===== config.mk =====
export PLATFORM = sky130hd
export DESIGN_NAME = sdc_ctrl
export DESIGN_NICKNAME = d
export VERILOG_FILES = /design/src/rtl/sdc_pkg.sv /design/src/rtl/sdc_ctrl.sv
export SDC_FILE = /design/constraint.sdc
export NUM_CORES = 1
export LEC_CHECK = 0
export ABC_AREA = 0
export BUFFER_PORTS_ARGS = -buffer_cell sky130_fd_sc_hd__buf_2
export CAP_MARGIN = 20
export CORE_AREA = 2 2 39 41
export CTS_CLUSTER_SIZE = 28
export DETAILED_ROUTE_END_ITERATION = 7
export DIE_AREA = 0 0 41 43
export SKIP_LAST_GASP = 1
export SLEW_MARGIN = 20
export SYNTH_ARGS = -nofsm -noshare
export SYNTH_HDL_FRONTEND = slang
export SYNTH_SLANG_ARGS = --single-unit
export TNS_END_PERCENT = 30

===== constraint.sdc =====
create_clock -name clk -period 2.1 [get_ports clk]
set_input_delay 0.21 -clock clk [delete_from_list [all_inputs] [get_ports clk]]
set_output_delay 0.21 -clock clk [all_outputs]
set_load 0.02 [all_outputs]

===== src/rtl/sdc_pkg.sv =====
// Shared types, codes and CRC helpers for the SD card SPI-mode target.
package sdc_pkg;

	localparam int SECTOR_BYTES = 512;
	localparam logic [3:0] WARMUP_BYTES = 4'd10;

	localparam logic REQ_READ  = 1'b0;
	localparam logic REQ_WRITE = 1'b1;

	localparam logic [1:0] ADDR_CTRL = 2'd0;
	localparam logic [1:0] ADDR_DATA = 2'd1;

	localparam logic [2:0] REG_PRESENT = 3'd0;
	localparam logic [2:0] REG_WPROT   = 3'd1;
	localparam logic [2:0] REG_BLKCNT  = 3'd2;
	localparam logic [2:0] REG_POLLS   = 3'd3;
	localparam logic [2:0] REG_RDELAY  = 3'd4;

	localparam logic [7:0] TOK_START   = 8'hFE;
	localparam logic [7:0] TOK_MSTART  = 8'hFC;
	localparam logic [7:0] TOK_MSTOP   = 8'hFD;
	localparam logic [7:0] CMD_STOP    = 8'h4C;
	localparam logic [7:0] R1_READY    = 8'h00;
	localparam logic [7:0] R1_IDLE     = 8'h01;
	localparam logic [7:0] R1_ILLEGAL  = 8'h04;
	localparam logic [7:0] R1_ILL_IDLE = 8'h05;
	localparam logic [7:0] R1_CRCERR   = 8'h09;
	localparam logic [7:0] R1_PARAM    = 8'h40;
	localparam logic [7:0] DR_ACCEPT   = 8'h05;
	localparam logic [7:0] DR_CRCERR   = 8'h0B;
	localparam logic [31:0] OCR_VALUE  = 32'hC0FF8000;

	typedef enum logic [3:0] {
		PH_IDLE, PH_CMD, PH_WAIT, PH_RESP, PH_RPEND, PH_RDELAY, PH_RTOKEN,
		PH_RBLOCK, PH_RCRC, PH_WTOKEN, PH_WBLOCK, PH_WCRC, PH_WBUSY
	} sdc_phase_t;

	typedef enum logic [2:0] {
		CS_CLEAR, CS_IDLE, CS_FETCH, CS_EXEC, CS_COPY
	} sdc_cstate_t;

	typedef struct packed {
		logic load;
		logic fetch;
		logic exec;
		logic clr;
		logic copy;
	} sdc_cmd_t;

	typedef struct packed {
		logic sweep_last;
		logic commit;
	} sdc_sts_t;

	function automatic logic [7:0] crc7_byte(input logic [7:0] crc, input logic [7:0] b);
		logic [7:0] c;
		c = crc ^ b;
		for (int i = 0; i < 8; i++) begin
			if (c[7]) c = c ^ 8'h89;
			c = {c[6:0], 1'b0};
		end
		return c;
	endfunction

	function automatic logic [15:0] crc16_byte(input logic [15:0] crc, input logic [7:0] b);
		logic [15:0] c;
		c = crc ^ {b, 8'h00};
		for (int i = 0; i < 8; i++) begin
			if (c[15]) c = {c[14:0], 1'b0} ^ 16'h1021;
			else c = {c[14:0], 1'b0};
		end
		return c;
	endfunction

endpackage


===== src/rtl/sdc_ctrl.sv =====
// Item sequencer: clearing pass, accept, memory fetch, execute, sector copy.
module sdc_ctrl
	import sdc_pkg::*;
(
	input  logic     clk,
	input  logic     arst_n,
	input  logic     in_valid,
	output logic     in_ready,
	input  logic     out_free,
	input  sdc_sts_t sts,
	output sdc_cmd_t cmd
);

	sdc_cstate_t state_q, state_d;

	always_ff @(posedge clk or negedge arst_n) begin
		if (!arst_n) state_q <= CS_CLEAR;
		else state_q <= state_d;
	end

	always_comb begin
		state_d = state_q;
		case (state_q)
			CS_CLEAR: if (sts.sweep_last) state_d = CS_IDLE;
			CS_IDLE:  if (in_valid) state_d = CS_FETCH;
			CS_FETCH: state_d = CS_EXEC;
			CS_EXEC: begin
				if (out_free) state_d = sts.commit ? CS_COPY : CS_IDLE;
			end
			CS_COPY:  if (sts.sweep_last) state_d = CS_IDLE;
			default:  state_d = CS_IDLE;
		endcase
	end

	always_comb begin
		cmd = '0;
		in_ready = 1'b0;
		case (state_q)
			CS_CLEAR: cmd.clr = 1'b1;
			CS_IDLE: begin
				in_ready = 1'b1;
				cmd.load = in_valid;
			end
			CS_FETCH: cmd.fetch = 1'b1;
			CS_EXEC:  cmd.exec = out_free;
			CS_COPY:  cmd.copy = 1'b1;
			default: ;
		endcase
	end

endmodule


**After elaboration in Yosys (flattened, before gate mapping)**

Index checks and enable logic that the tools add are counted.

- Bits in registers: 3
- Input bits: 6
- Output and inout bits: 6
- Logic and storage cells: 22

- Equal/unequal tests: 7
- Multiplexer cells: 11
- Reduce and logical (&&, ||, !) cells: 3

Operators with widths:

| kind | number |
|---|---|
| 3-bit two-way mux | 4 |
| 3-bit case mux with 4 select lines | 1 |
| 3-bit by 2-bit == test with 1-bit output (second input constant) | 2 |
| 1-bit two-way mux | 6 |
| 2-bit != test (second input constant) | 2 |
| 3-bit by 1-bit == test with 1-bit output (second input constant) | 1 |
| 3-bit == test (second input constant) | 1 |
| 3-bit logical NOT | 1 |
| 3-bit AND reduction | 1 |
| 2-bit by 1-bit != test with 1-bit output (second input constant) | 1 |
| 2-bit OR reduction | 1 |

**Longest topological paths before layout**

Gate-level depths: netlist (run 1).

- Depth after elaboration: 4
- Depth in mapped cells: 3
- Gate-level depth less buffers: 2

**Worst setup path after synthesis (run 1)**

OpenSTA, ideal clock, no wires.

- Path kind: reg2reg
- From: register state_q[0]
- To: register state_q[2]
- Setup time: 0.069 ns
- Arrival time: 1.281 ns
- Required time: 2.031 ns
- Slack: 0.751 ns
- Cell stages (with the launch flop): 4
- Buffers on the path: 1
- Clock period less this slack: 1.349 ns
- Path through: dfrtp_1 buf_2 nor3b_1 a22o_1

- Cells in the longest elaborated chain, start to end: 4
- Elaborated cells on any way between the ends: 11
- Those cells by class: eq/ne: 7; mux: 1; reduce/logical: 3

Ends and longest elaborated chain:

| element | line | text |
|---|---|---|
| start: declaration | sdc_ctrl.sv:14 | `sdc_cstate_t state_q, state_d;` |
| start signal: assignment | sdc_ctrl.sv:18 | `else state_q <= state_d;` |
| 3-bit == test / 3-bit logical NOT (equally long branches) | sdc_ctrl.sv:23 | `case (state_q)` |
| 2-bit OR reduction (no source line) | -- |  |
| 2-bit by 1-bit != test with 1-bit output (no source line) | -- |  |
| 3-bit AND reduction (no source line) | -- |  |

Several ways; a longest one is shown, not always the timed one.
A chain may end at the register's enable or synchronous reset.

==> results of run 1 <==
-- final timing paths --
kind                            start         end  slack, ns  depth (start not counted)
max                        state_q[1]      cmd[4]       0.67                          2
min                            sts[0]  state_q[0]       0.17                          2
max reg2reg                state_q[0]  state_q[2]       1.05                          2
min reg2reg                state_q[2]  state_q[1]       0.54                          1
max in group asynchronous      arst_n  state_q[0]       1.69                          2
min in group asynchronous      arst_n  state_q[2]       0.31                          2
-- power groups by stage --
stage / Sequential, mW / Clock [mW] / Combinational (mW)
floorplan: 0.0987 / 0 / 0.160
global placement: 0.120 / 0 / 0.190
detailed placement: 0.123 / 0 / 0.191
CTS: 0.123 / 0.108 / 0.194
global route: 0.130 / 0.109 / 0.207
finish: 0.125 / 0.102 / 0.192
-- metal layers --
layer / part of all wire / up-vias
met2: 0.37 / 12
li1: - / 94
met5: 0 / -
met4: 0.025 / 0
met3: 0.12 / 2
met1: 0.48 / 77
-- worst reg2reg max path, cell delays in order, from the launching register on --
cell	delay [ns]
dfrtp_1	0.46
and4b_4	0.25
a22o_1	0.22
-- cell usage after synthesis --
cell type  number
nand3b_1        1
nor3_1          2
a21bo_2         1
a21oi_1         1
nor3b_1         3
inv_1           1
dfrtp_1         3
and4b_4         1
buf_2           1
and4bb_4        1
a211oi_2        1
a22o_1          1
-- metrics by stage --
step	setup WS, ns	area [µm²]	std cells	util	hold slack (ns)
2_1_floorplan	0.751	190	17	-	-0.0856
3_3_place_gp	0.944	260	43	0.188	0.00630
3_5_place_dp	0.933	260	43	0.188	0.00935
4_1_cts	0.668	297	48	0.214	0.158
5_1_grt	0.626	297	48	0.214	0.176
6_report	0.670	297	48	0.214	0.169
-- repair_timing --
action | 4_1_cts | 5_1_grt
buffers inserted | 0 | 0
hold endpoints to repair | 3 | 0
setup endpoints to repair | 0 | 0
hold buffers | 1 | 0
-- layout make-up --
type,count,area [µm²],share of cell area
clock buffer,4,26.3,0.0886
tap,16,20.0,0.0675
timing repair buffer,12,65.1,0.219
inverter,1,3.75,0.0127
multi-input combinational,12,106,0.359
sequential,3,75.1,0.253
-- cell families after synthesis --
kind of cell           count (synthesis)  share of synthesized area
AND/OR/NAND/NOR                        8                      0.368
AO/OA/AOI/OAI                          4                      0.191
flip-flops                             3                      0.395
buffers and inverters                  2                     0.0460
==> impl_metrics.ini, run 1 <==
[run_status]
status = finished, final reports clean

[global_routing]
grt_max_degree = 10
grt_pass1_vias = 177
grt_use_met3 = 0.0314
overflow = 0
grtUsageMet1 = 0.0906
grt.total_usage = 0.0694
busiest_layer = met4
antenna_found_initial = 0
grt_util_met2 = 0.0625
grt_pass1_wl_um = 738

[power]
p_clk_frac = 0.243
power.density_nw_per_um2 = 1410
p_leak_nw = 0.139
intPower_uw = 245
irDropWorstVdd_mv = 0.402
swShare = 0.416
power_uw = 419
p_comb_frac = 0.458
switchingPower_uw = 174
power_frac_seq = 0.299

[finish]
mostFrequentLayoutCells = buf_2 (11), nor3b_1 (3), clkbuf_4 (3), dfrtp_1 (3), nor3_1 (2)
areaGrowthSynthToFinish_pct = 55.9
fillers = 155
insertedDiodeCount = 0
largestRegisters = state_q: 3 flops
layout-drive-gt1-share = 0.563
largest_reg_flops = 3
final_common_cell = buf_2
fin_nets = 39
regMostFlops = state_q

[critical_path]
required_ns = 1.89
cp_slowest_cell = dfrtp_1
worstPathArrival_ns = 1.22
crit_type = reg -> out
critical_path_buf_inv_count = 1
start_kind = flop
path_cells = and4bb_4 -> buf_2
crit_path_end_kind = primary output
cp_top_family = flip-flops
slowest_delay_ns = 0.45
path_max_fanout = 9

[drt]
ant_nets = 0
via_count = 185
drc = 0
avgViaCountPerCell = 3.85
wl_um = 476
post_drt_wl_per_cell_um = 9.92
drt_first_pass_iters = 2
initialDrtViolationCount = 3

[yosys]
syn_nets = 23
yosys_register_bits = 3
yosysTopAreaCell = dfrtp_1
synth_seq_area_share = 0.395
ys_types = 12
yosys_warnings = 0
synth.avg_cell_area_um2 = 11.2
synth_area_leaders = dfrtp_1 (39%), nor3b_1 (12%), and4bb_4 (8.6%), and4b_4 (7.2%), a211oi_2 (6.6%)
syn_inst = 17
yosys.area.top_type_share = 0.395
synthesis.area_um2 = 190

[clocking]
cts_num_sinks = 3
ctsResizeCount = 0
clk_path_buf_depth = 2
htree_num_levels = 1
clkLatencyLatePin_ns = 0.23
clkTransAtPathRegs_ns = 0.04
cts_root_buffer = clkbuf_4
tritoncts = yes
cts_made_buffers = 3

[timing]
report.final.slew_viol_count = 0
relSlewSlack = 0.826
hold_violations = 0
tns_ns = 0
period_minus_slack_ns = 1.43
finClkSkew_ns = 0.0000399
fin_crit_sh = 0.681
rsz0062_at_grt = false
final-setup-viol-count = 0
worstMarginPinSlew_ns = 0.261
fmax_mhz = 699

[place]
place.gp.congestion = 0.675
io_buffer_count = 11

[floorplan]
die_w_um = 41
initial_core_util = 0.137
die_h_um = 43
die_area_um2 = 1760
io_pins = 12
placementRows = 14
core_um2 = 1380

[hold_path]
min_path_type = in -> reg

[run]
maxCapViolCount = 0
No activity file was read; power rests on OpenSTA's default activity.
==> run 2: changes to the inputs <==
Clock period 2.1 ns to 1.25 ns, I/O delays scaled along.
==> impl_metrics.ini, run 2 (synthesis gave the netlist of run 1 again) <==
[global_routing]
grt_pass1_wl_um = 897
grtUsageMet1 = 0.0903
grt_use_met3 = 0.0366
grt_util_met2 = 0.103
antenna_found_initial = 0
overflow = 0
grt.total_usage = 0.0834
grt_pass1_vias = 214
grt_max_degree = 10
busiest_layer = met2

[timing]
setup_slack_ns = -0.00967
hold_ws_ns = 0.0951
rsz0062_at_grt = true
hold_violations = 0
fin_crit_sh = 1.01
period_minus_slack_ns = 1.26
relSlewSlack = 0.848
final-setup-viol-count = 2
report.final.slew_viol_count = 0
fmax_mhz = 794
finClkSkew_ns = 0.000508
worstMarginPinSlew_ns = 0.227

[drt]
initialDrtViolationCount = 5
via_count = 202
avgViaCountPerCell = 3.96
ant_nets = 0
drt_first_pass_iters = 3
drc = 0
wl_um = 533
post_drt_wl_per_cell_um = 10.5

[run_status]
violations = setup timing
status = finished, violations left

[hold_path]
min_path_type = in -> reg

[critical_path]
cp_slowest_cell = dfrtp_2
path_max_fanout = 7
slowest_delay_ns = 0.44
crit_path_end_kind = primary output
crit_type = reg -> out
path_cells = and4bb_4 -> buf_6
start_kind = flop
worstPathArrival_ns = 1.13
required_ns = 1.12

[run]
maxCapViolCount = 0

[clocking]
cts_root_buffer = clkbuf_4
clk_path_buf_depth = 2
clkLatencyLatePin_ns = 0.23
clkTransAtPathRegs_ns = 0.04
cts_num_sinks = 3
cts_made_buffers = 3
tritoncts = yes
htree_num_levels = 1

[finish]
layout-drive-gt1-share = 0.714
fin_nets = 42
largest_reg_flops = 3
mostFrequentLayoutCells = buf_2 (9), clkbuf_4 (3), buf_6 (3), dfrtp_2 (3)
largestRegisters = state_q: 3 flops
insertedDiodeCount = 0
regMostFlops = state_q
final_common_cell = buf_2
areaGrowthSynthToFinish_pct = 80.9

[power]
power_uw = 801
irDropWorstVdd_mv = 0.653
p_leak_nw = 0.155
power.density_nw_per_um2 = 2330

[floorplan]
io_pins = 12
initial_core_util = 0.137
die_w_um = 41
die_area_um2 = 1760
placementRows = 14
core_um2 = 1380
die_h_um = 43

[place]
place.gp.congestion = 0.624
io_buffer_count = 11
post-dp-hpwl_um = 357
## run 2: cell types whose count changed in the layout (fill, tap and decap cells not counted), sizes merged
cell / previous run / this run
buf: 11 / 14
## run 2: power by group
group / leakage [nW] / total (mW) / internal [mW] / switching (mW)
Sequential: 0.0331 / 0.218 / 0.142 / 0.0766
Clock: 0.0150 / 0.170 / 0.120 / 0.0500
Combinational: 0.107 / 0.413 / 0.232 / 0.181
Total: 0.155 / 0.801 / 0.493 / 0.307
## run 2: timing repair
item	4_1_cts	5_1_grt
resized for setup	5	3
pin swaps	1	0
hold buffers	1	0
setup buffers	3	0
endpoints found under the setup margin	3	8
endpoints found under the hold margin	3	0
## run 2: final timing paths
kind | startpoint | to | slack (ns) | cells past startpoint
max | state_q[2] | cmd[4] | -0.01 | 2
min | sts[0] | state_q[0] | 0.1 | 2
max reg2reg | state_q[1] | state_q[2] | 0.03 | 4
min reg2reg | state_q[2] | state_q[1] | 0.50 | 1
max in group asynchronous | arst_n | state_q[2] | 0.91 | 2
min in group asynchronous | arst_n | state_q[1] | 0.22 | 2
## run 2: final cells by class
type	instances	area, µm²
multi-input cells	12	111
fillers	155	1040
flip-flops and latches	3	78.8
repair buffers	15	104
inverters	1	3.75
well taps	16	20.0
clock buffers	4	26.3
## run 2: worst max-delay path: cells and delay by family, from the launching register on
kind	cells	cell delay, ns
buffers and inverters	1	0.12
flip-flops	1	0.44
AND/OR/NAND/NOR	1	0.35
## run 2: stage by stage
step	instances	worst slack (ns)	instance area, µm²	setup TNS, ns	util
after floorplan	17	0.105	195	0	-
after global placement	43	0.165	265	0	0.192
after detailed placement	43	0.161	265	0	0.192
after CTS	51	-0.0258	338	-0.0736	0.244
after global routing	51	-0.0514	344	-0.185	0.249
final	51	-0.00967	344	-0.0171	0.249
## run 2: routing by layer
metal  share of wire  vias up
met1            0.39       93
met3            0.12        0
met5               0        -
li1                -      100
met4               0        0
met2            0.49        9
